==> config.mk <==
export PLATFORM = sky130hd
export DESIGN_NAME = length_prefixed_deframer
export DESIGN_NICKNAME = d
export VERILOG_FILES = /design/src/hw/rtl/ldf_pkg.sv /design/src/hw/rtl/ldf_front.sv /design/src/hw/rtl/ldf_back.sv /design/src/hw/rtl/length_prefixed_deframer.sv
export SDC_FILE = /design/constraint.sdc
export NUM_CORES = 1
export LEC_CHECK = 0
export ABC_AREA = 1
export BUFFER_PORTS_ARGS = -buffer_cell sky130_fd_sc_hd__clkbuf_2
export CORE_MARGIN = 4
export CORE_UTILIZATION = 32
export DETAILED_ROUTE_END_ITERATION = 12
export GPL_TIMING_DRIVEN = 0
export PLACE_DENSITY = 0.56
export SETUP_SLACK_MARGIN = 0.2
export SYNTH_ARGS = -nofsm -noshare
export SYNTH_HDL_FRONTEND = slang
export SYNTH_SLANG_ARGS = --single-unit
==> constraint.sdc <==
create_clock -name clock -period 2.45 [get_ports clock]
set_clock_uncertainty 0.1 [all_clocks]
set_input_delay 0.245 -clock clock [delete_from_list [all_inputs] [get_ports clock]]
set_output_delay 0.245 -clock clock [all_outputs]
set_load 0.02 [all_outputs]
==> src/hw/rtl/ldf_pkg.sv <==
// package for the length prefixed deframer
// holds widths, parser phase codes and the result record; depends on nothing
`default_nettype none

package ldf_pkg;

   localparam int LENGTH_BYTES = 3;
   localparam int DATA_W       = 8;
   localparam int LEN_W        = 8 * LENGTH_BYTES;
   localparam int HDR_IDX_W    = $clog2(LENGTH_BYTES + 1);

   localparam int QUEUE_DEPTH  = 4;
   localparam int QPTR_W       = $clog2(QUEUE_DEPTH);
   localparam int QCNT_W       = $clog2(QUEUE_DEPTH + 1);

   localparam logic [DATA_W-1:0] VERSION_RESET = 8'h01;

   typedef enum logic [1:0] {
      PH_HEADER = 2'd0,
      PH_BODY   = 2'd1,
      PH_ERROR  = 2'd2
   } phase_type;

   typedef struct packed {
      logic [DATA_W-1:0] body_byte;
      logic              last_of_frame;
      logic              empty_frame;
      logic              version_error;
   } rsp_type;

endpackage

`default_nettype wire

==> src/hw/rtl/ldf_front.sv <==
// front part: takes stream bytes, tracks the frame header and body count
// and classifies each byte into a result record or none; uses ldf_pkg
`default_nettype none

module ldf_front (
   input  wire                          clock,
   input  wire                          reset,
   input  wire                          byte_valid,
   input  wire [ldf_pkg::DATA_W-1:0]    data_byte,
   input  wire                          csr_we,
   input  wire [ldf_pkg::DATA_W-1:0]    csr_wdata,
   output logic                         rec_valid,
   output ldf_pkg::rsp_type             rec
);

   ldf_pkg::phase_type                  phase_ff, phase_in;
   logic [ldf_pkg::HDR_IDX_W-1:0]       hdr_idx_ff, hdr_idx_in;
   logic [ldf_pkg::LEN_W-1:0]           accum_ff, accum_in;
   logic [ldf_pkg::LEN_W-1:0]           remain_ff, remain_in;
   logic [ldf_pkg::DATA_W-1:0]          version_ff;

   logic [ldf_pkg::LEN_W-1:0]           accum_shift;
   logic [ldf_pkg::LEN_W-1:0]           remain_dec;
   logic                                hdr_last;

   assign accum_shift = ldf_pkg::LEN_W'({accum_ff, data_byte});
   assign remain_dec  = remain_ff - ldf_pkg::LEN_W'(1);
   assign hdr_last    = (hdr_idx_ff == ldf_pkg::HDR_IDX_W'(ldf_pkg::LENGTH_BYTES));

   // next state
   always_comb begin
      phase_in   = phase_ff;
      hdr_idx_in = hdr_idx_ff;
      accum_in   = accum_ff;
      remain_in  = remain_ff;
      if (byte_valid) begin
         unique case (phase_ff)
            ldf_pkg::PH_HEADER: begin
               if (hdr_idx_ff == '0) begin
                  if (data_byte != version_ff) begin
                     phase_in = ldf_pkg::PH_ERROR;
                  end else begin
                     hdr_idx_in = ldf_pkg::HDR_IDX_W'(1);
                     accum_in   = '0;
                  end
               end else if (hdr_last) begin
                  hdr_idx_in = '0;
                  if (accum_shift == '0) begin
                     accum_in  = '0;
                     remain_in = '0;
                  end else begin
                     accum_in  = accum_shift;
                     remain_in = accum_shift;
                     phase_in  = ldf_pkg::PH_BODY;
                  end
               end else begin
                  accum_in   = accum_shift;
                  hdr_idx_in = hdr_idx_ff + ldf_pkg::HDR_IDX_W'(1);
               end
            end
            ldf_pkg::PH_BODY: begin
               remain_in = remain_dec;
               if (remain_dec == '0) begin
                  phase_in   = ldf_pkg::PH_HEADER;
                  hdr_idx_in = '0;
                  accum_in   = '0;
               end
            end
            default: begin
               phase_in = ldf_pkg::PH_ERROR;
            end
         endcase
      end
   end

   // result record for this byte
   always_comb begin
      rec_valid = 1'b0;
      rec       = '0;
      if (byte_valid) begin
         unique case (phase_ff)
            ldf_pkg::PH_HEADER: begin
               if (hdr_idx_ff == '0) begin
                  if (data_byte != version_ff) begin
                     rec_valid         = 1'b1;
                     rec.version_error = 1'b1;
                  end
               end else if (hdr_last && accum_shift == '0) begin
                  rec_valid         = 1'b1;
                  rec.last_of_frame = 1'b1;
                  rec.empty_frame   = 1'b1;
               end
            end
            ldf_pkg::PH_BODY: begin
               rec_valid         = 1'b1;
               rec.body_byte     = data_byte;
               rec.last_of_frame = (remain_dec == '0);
            end
            default: begin
               rec_valid = 1'b0;
            end
         endcase
      end
   end

   always_ff @(posedge clock) begin
      if (reset) begin
         phase_ff   <= ldf_pkg::PH_HEADER;
         hdr_idx_ff <= '0;
         accum_ff   <= '0;
         remain_ff  <= '0;
         version_ff <= ldf_pkg::VERSION_RESET;
      end else begin
         phase_ff   <= phase_in;
         hdr_idx_ff <= hdr_idx_in;
         accum_ff   <= accum_in;
         remain_ff  <= remain_in;
         if (csr_we) begin
            version_ff <= csr_wdata;
         end
      end
   end

endmodule

`default_nettype wire

==> src/hw/rtl/ldf_back.sv <==
// back part: short queue of result records that presents the oldest
// record to the result side; uses ldf_pkg
`default_nettype none

module ldf_back (
   input  wire                 clock,
   input  wire                 reset,
   input  wire                 wr_en,
   input  ldf_pkg::rsp_type    wr_rec,
   output logic                full,
   output logic                empty,
   input  wire                 pop,
   output ldf_pkg::rsp_type    head
);

   ldf_pkg::rsp_type              slot_ff [ldf_pkg::QUEUE_DEPTH];
   logic [ldf_pkg::QPTR_W-1:0]    wptr_ff, wptr_in;
   logic [ldf_pkg::QPTR_W-1:0]    rptr_ff, rptr_in;
   logic [ldf_pkg::QCNT_W-1:0]    count_ff, count_in;
   logic                          do_push;
   logic                          do_pop;

   assign full    = (count_ff == ldf_pkg::QCNT_W'(ldf_pkg::QUEUE_DEPTH));
   assign empty   = (count_ff == '0);
   assign head    = slot_ff[rptr_ff];
   assign do_push = wr_en;
   assign do_pop  = pop && !empty;

   always_comb begin
      wptr_in  = do_push ? wptr_ff + ldf_pkg::QPTR_W'(1) : wptr_ff;
      rptr_in  = do_pop  ? rptr_ff + ldf_pkg::QPTR_W'(1) : rptr_ff;
      count_in = count_ff;
      if (do_push && !do_pop) begin
         count_in = count_ff + ldf_pkg::QCNT_W'(1);
      end else if (!do_push && do_pop) begin
         count_in = count_ff - ldf_pkg::QCNT_W'(1);
      end
   end

   always_ff @(posedge clock) begin
      if (do_push) begin
         slot_ff[wptr_ff] <= wr_rec;
      end
   end

   always_ff @(posedge clock) begin
      if (reset) begin
         wptr_ff  <= '0;
         rptr_ff  <= '0;
         count_ff <= '0;
      end else begin
         wptr_ff  <= wptr_in;
         rptr_ff  <= rptr_in;
         count_ff <= count_in;
      end
   end

endmodule

`default_nettype wire

==> src/hw/rtl/length_prefixed_deframer.sv <==
// top level of the length prefixed deframer
// joins the parsing front (ldf_front) and the result queue (ldf_back); uses ldf_pkg
//
//   channel   ports                                   direction  handshake
//   req       req_push/req_full/req_data_byte         in         push while not full
//   rsp       rsp_pop/rsp_empty/rsp_* fields          out        pop while not empty
//   csr       csr_we/csr_wdata                        in         write enable, no wait
//
// one byte per clock is taken while req_full is low; a byte's result, if any,
// is in the queue the cycle after the byte is accepted
// the queue holds four records; req_full rises only when all four wait,
// so the input side keeps running while the result side stalls, up to that point
// synchronous active high reset: header phase, empty queue, version 1
// after a bad version byte the parser drops every byte until reset
`default_nettype none

module length_prefixed_deframer (
   input  wire                          clock,
   input  wire                          reset,
   // input stream
   input  wire                          req_push,
   output logic                         req_full,
   input  wire [ldf_pkg::DATA_W-1:0]    req_data_byte,
   // results
   output logic                         rsp_empty,
   input  wire                          rsp_pop,
   output logic [ldf_pkg::DATA_W-1:0]   rsp_body_byte,
   output logic                         rsp_last_of_frame,
   output logic                         rsp_empty_frame,
   output logic                         rsp_version_error,
   // version register
   input  wire                          csr_we,
   input  wire [ldf_pkg::DATA_W-1:0]    csr_wdata
);

   logic               byte_valid;
   logic               rec_valid;
   ldf_pkg::rsp_type   rec;
   ldf_pkg::rsp_type   head;

   // an item is taken whenever the queue has room for its possible result
   assign byte_valid = req_push && !req_full;

   ldf_front u_front (
      .clock      (clock),
      .reset      (reset),
      .byte_valid (byte_valid),
      .data_byte  (req_data_byte),
      .csr_we     (csr_we),
      .csr_wdata  (csr_wdata),
      .rec_valid  (rec_valid),
      .rec        (rec)
   );

   ldf_back u_back (
      .clock  (clock),
      .reset  (reset),
      .wr_en  (rec_valid),
      .wr_rec (rec),
      .full   (req_full),
      .empty  (rsp_empty),
      .pop    (rsp_pop),
      .head   (head)
   );

   // result fields straight from the queue head
   assign rsp_body_byte     = head.body_byte;
   assign rsp_last_of_frame = head.last_of_frame;
   assign rsp_empty_frame   = head.empty_frame;
   assign rsp_version_error = head.version_error;

endmodule

`default_nettype wire

## After elaboration in Yosys (flattened, before gate mapping)

Memory sizes are Yosys's and may differ from the RTL's. A register that Yosys moved wholly into a read port is not among the register bits.
Cells that the tools add are included.
W data, S select, Z words.

| word-level totals | value |
|---|---|
| input bits | 21 |
| memory bits (writable) | 44 |
| word-level logic and storage cells | 82 |
| output and inout bits | 13 |
| memories kept | 1 |
| register bits after elaboration | 59 |

| operators by class | value |
|---|---|
| muxes and demuxes | 37 |
| equality and inequality tests | 11 |
| reduce and logical (&&, ||, !) cells | 19 |
| add/sub/neg operators | 6 |

Memories:

| memory | words | width | read ports | clocked after Yosys merged registers in | write ports | RTL line | text |
|---|---|---|---|---|---|---|---|
| u_back.slot_ff | 4 | 11 | 1 | 1 | 1 | ldf_back.sv:16 | `ldf_pkg::rsp_type slot_ff [ldf_pkg::QUEUE_DEPTH];` |

Operators with widths:

| kind | count |
|---|---|
| $mux W24 | 3 |
| $mux W16 | 4 |
| $logic_not A24 Y1 | 2 |
| $pmux W24 S2 | 1 |
| $pmux W16 S2 | 1 |
| $mux W2 | 13 |
| $sub A24 B1 Y24 const B | 1 |
| $mux W11 | 1 |
| $mux W8 | 1 |
| $ne A8 B8 Y1 | 1 |
| $pmux W2 S2 | 2 |
| $reduce_and A4 Y1 | 2 |
| $mux W1 | 7 |
| $add A2 B1 Y2 const B | 3 |
| $mux W3 | 2 |
| $ne A3 B3 Y1 const B | 2 |
| $logic_and A1 B1 Y1 | 5 |
| $reduce_and A5 Y1 | 1 |
| $logic_not A1 Y1 | 4 |
| $logic_not A2 Y1 | 2 |
| $ne A2 B1 Y1 const B | 2 |
| $pmux W1 S2 | 2 |
| $reduce_bool A2 Y1 | 2 |
| $add A3 B1 Y3 const B | 1 |
| 8 further kinds | 8 |

## Logic depth before layout (Yosys ltp)

| depth | value |
|---|---|
| depth after elaboration | 10 |
| mapped depth | 18 |
| gate-level depth less buffers | 17 |

## By module

From an unflattened synthesis, not the netlist that was laid out.

| unflattened totals | value |
|---|---|
| cell total of the unflattened synthesis | 721 |
| area total of the unflattened synthesis | 5632.9 sq um |

By module, submodules not included:

| module | area an instance (sq um) | cells an instance | instances |
|---|---|---|---|
| ldf_front | 3518.4 | 548 | 1 |
| ldf_back | 2104.5 | 171 | 1 |
| length_prefixed_deframer | 10.0 | 2 | 1 |

## Worst setup path after synthesis

No wires, ideal clock.

| timing path | value |
|---|---|
| path type | register to register |
| from | reg u_front.accum_ff[1] (netlist name) |
| to | reg u_back.count_ff[2] (netlist name) |
| required time | 2.280 ns |
| stages on the path, launching flop included | 17 |
| arrival | 2.291 ns |
| period minus slack after synthesis | 2.460 ns |
| path slack | -0.010 ns |
| path through | dfxtp_1 or2_2 nor4_1 nand3_1 nor2_1 nand2_1 nand3_1 nand2_1 inv_1 ha_1 inv_1 fa_1 nor2_1 nor2_1 nand2_1 o21ai_0 a21oi_1 |

| on the way | value |
|---|---|
| longest elaborated chain between the ends | 9 |
| elaborated cells between the ends (all ways) | 11 |
| classes of those cells | mux: 5; reduce/logical: 6 |

Ends and longest elaborated chain:

| what | RTL line | text |
|---|---|---|
| start, declared | ldf_front.sv:18 | `logic [ldf_pkg::LEN_W-1:0] accum_ff, accum_in;` |
| start signal, assigned | ldf_front.sv:116 | `accum_ff <= accum_in;` |
| $logic_not A24 Y1 * | ldf_front.sv:88 | `end else if (hdr_last && accum_shift == '0) begin` |
| $logic_and A1 B1 Y1 * | ldf_front.sv:88 |  |
| $mux W1 * | ldf_front.sv:88 |  |
| $mux W1 * | ldf_front.sv:83 | `if (hdr_idx_ff == '0) begin` |
| $pmux W1 S2 * | ldf_front.sv:81 | `unique case (phase_ff)` |
| $mux W1 * | ldf_front.sv:80 | `if (byte_valid) begin` |
| net rec_valid | length_prefixed_deframer.sv:37 | `logic rec_valid;` |
| $logic_not A1 Y1 | ldf_back.sv:35 | `end else if (!do_push && do_pop) begin` |
| $logic_and A1 B1 Y1 | ldf_back.sv:35 |  |
| $reduce_bool A2 Y1 (no source line) | n/a |  |
| end signal, assigned | ldf_back.sv:54 | `count_ff <= count_in;` |
| end, declared | ldf_back.sv:19 | `logic [ldf_pkg::QCNT_W-1:0] count_ff, count_in;` |

The timed path passes the listed nets; every way through them passes the cells marked *.
A chain may end at the register's enable or synchronous reset.

## Worst setup path in the final report

| timing path | value |
|---|---|
| from | reg u_front.accum_ff[6] (netlist name) |
| to | reg u_back.count_ff[2] (netlist name) |

The elaborated chain is that of the path after synthesis.

==> out/qor.yml <==
worst_ep_arrival_time_ns: 2.65
grt_use_met3: 0.0230
layout_commonest_cell: "nand2_1"
regToRegSetupSlack_ns: -0.01
clockBufferDepth: 2
drv_slew: 0
vias_per_cell: 4.84
cellPowerDensity_nw_per_um2: 1250
end_kind: "flop"
power.total_mw: 8.61
chipHeight_um: 139
grt-busiest-layer: "met2"
chipWidth_um: 139
antennaDiodeCount: 0
netlist.top_cell.by_area: "edfxtp_1"
max_freq_ghz: 0.406
drive_gt1_frac: 0.223
status: "complete, but fails checks"
grt_usage: 0.149
synth_warnings: 0
p_leak_nw: 2.79
grt_start_max_net_pins: 20
synth_area_per_cell_um2: 7.62
maxCapViolCount: 0
start_util: 0.330
first_global_vias: 4516
swShare: 0.456
critical_path_class: "flop to flop"
timing.final.ws_setup_ns: -0.0119
rsz0062_at_grt: "true"
gp_congestion: 0.828
pwr-share-comb: 0.537
ys_ff_latch: 105
finalCritPeriodShare: 1.00
crit_fanout: 4
ios: 34
core_area_um2: 16700
tightestPinTransition_ns: 0.696
final_core_util: 0.412
required_ns: 2.64
firstDrtPassIters: 5
clkPwrFrac: 0.170
root_buffer: "clkbuf_16"
numCtsBuffers: 9
synth_area_leaders: "edfxtp_1, dfxtp_1, nand2_1"
clock_sinks: 105
grt_use_met2: 0.230
antenna_found_initial: 0
die_area_um2: 19400
switchingPower_mw: 3.93
port_buffers: 33
fin_nets: 829
cts.htree.levels: 3
grt_util_met1: 0.217
mappedNetlistArea_um2: 5510
relSlewSlack: 0.535
yosysSeqAreaShare: 0.461
vias: 4951
syn_inst: 723
hold_path_class: "primary input to flop"
synth_nets: 755
cts_tree: "done"
rows: 47
synth_cell_types: 36
overflow: 0
areaGrowthSynthToFinish_pct: 24.8
hpwl_mm: 10.6
vdd_ir_drop_max_v: 0.000443
hold_viol_final: 0
synth.top_cell.area_share: 0.240
path_clk_slew_ns: 0.08
grt_pass1_wl_mm: 23.4
wl_per_cell_um: 14.4
intPower_mw: 4.68
dr.first_iter.drc_count: 296
violations: "setup timing"
worst_setup_path_start_kind: "flop"
routed_wl_mm: 14.7
antenna_left: 0
drcViolationCount: 0
layout_common_cells: "nand2_1, nor2_1, inv_1"
p_seq_frac: 0.293
final.min_clock_period_ns: 2.46
insertion_delay_ns: 0.36
setup_viol: 1
[critical path: stages, from the launching register on]
cell     delay [ns]
dfxtp_1        0.35
nor2_1         0.11
nand2_1        0.07
nor4_2         0.27
nand3_2        0.12
nor2_1         0.12
nand2_1        0.09
nand3_2        0.10
nand2_4        0.08
inv_4          0.07
ha_4           0.13
inv_4          0.04
fa_2           0.36
nor2_2         0.08
nor2_1         0.04
nand2_1        0.07
o21ai_1        0.06
a21oi_1        0.12
[layout make-up]
cell class / count / area [µm²]
fill: 1750 / 9830
multi-input combinational: 516 / 2800
sequential: 105 / 2560
timing repair buffer: 63 / 500
tap: 220 / 275
inverter: 68 / 264
clock buffer: 10 / 239
buffer: 34 / 178
clock inverter: 6 / 58.8
[logic make-up (layout without fill, tap and decap cells)]
family,after synthesis,count (layout),share of synthesized area
adders and majority gates,11,11,0.0263
buffers and inverters,102,181,0.0763
xor gates and xnor gates,11,11,0.0175
AOI/OAI and AO/OA,138,138,0.139
DFF,105,105,0.461
and+or+nand+nor,356,356,0.279
[final timing paths]
path         cells after the start               endpoint                start
max reg2reg                     17     u_back.count_ff[2]  u_front.accum_ff[6]
min reg2reg                      2                   flop    u_back.rptr_ff[1]
max                             17     u_back.count_ff[2]  u_front.accum_ff[6]
min                              3  u_front.version_ff[5]         csr_wdata[5]
[flip-flops by register name, summed over array words and instances (netlist names), named ones only]
signal and flops:
u_front.phase_ff 2, u_back.rptr_ff 2, u_front.remain_ff 24, u_front.hdr_idx_ff 2, u_front.version_ff 8, u_front.accum_ff 16
u_back.count_ff 3, u_back.slot_ff 44, u_back.wptr_ff 2
[synthesized netlist by cell type, drive strengths merged]
| library cell | n |
|---|---|
| nor3 | 11 |
| o21ai | 65 |
| xnor2 | 3 |
| xor2 | 8 |
| ha | 10 |
| a31oi | 18 |
| clkinv | 1 |
| fa | 1 |
| dfxtp | 61 |
| a21oi | 31 |
| inv | 67 |
| o22ai | 11 |
| nor4 | 3 |
| edfxtp | 44 |
| clkbuf | 21 |
| nand2 | 147 |
| o21bai | 1 |
| nand3 | 54 |
| or2 | 3 |
| nor2 | 125 |
| o21a | 1 |
| o211ai | 9 |
| a211oi | 1 |
| o221a | 1 |
| nand4 | 10 |
| buf | 13 |
| nand3b | 3 |
[routing by layer]
metal,share of wire,vias up
met2,0.46,93
met3,0.039,15
li1,-,2563
met5,0,-
met1,0.49,2280
met4,0.014,0
[per-stage QoR]
step           instance area [µm²]  hold WS (ns)  TNS, ns  setup slack [ns]  instances
2_1_floorplan                 5550         0.214        0             0.156        723
3_3_place_gp                  5990         0.358   -21.74            -0.546        976
3_5_place_dp                  5990         0.361   -22.28            -0.547        976
4_1_cts                       6610      0.000498  -0.0714           -0.0570       1011
5_1_grt                       6880       0.00403    -1.27            -0.176       1022
6_report                      6880       0.00622  -0.0119           -0.0119       1022
[power groups by stage]
stage               clock network, mW  logic [mW]  registers [mW]
detailed placement                  0        4.05            2.54
floorplan                           0        3.11            2.45
global placement                    0        4.03            2.54
CTS                              1.49        4.36            2.51
global route                     1.55        5.21            2.57
finish                           1.46        4.63            2.52
[repair_timing]
item                                    CTS  global route
endpoints found under the hold margin     2             0
hold buffers                              2             0
cloned                                    0             3
endpoints found under the setup margin   94           111
resized for setup                        34            61
pin swaps                                16            23
buffers inserted                         17             8
No activity file was read; power rests on OpenSTA's default activity.
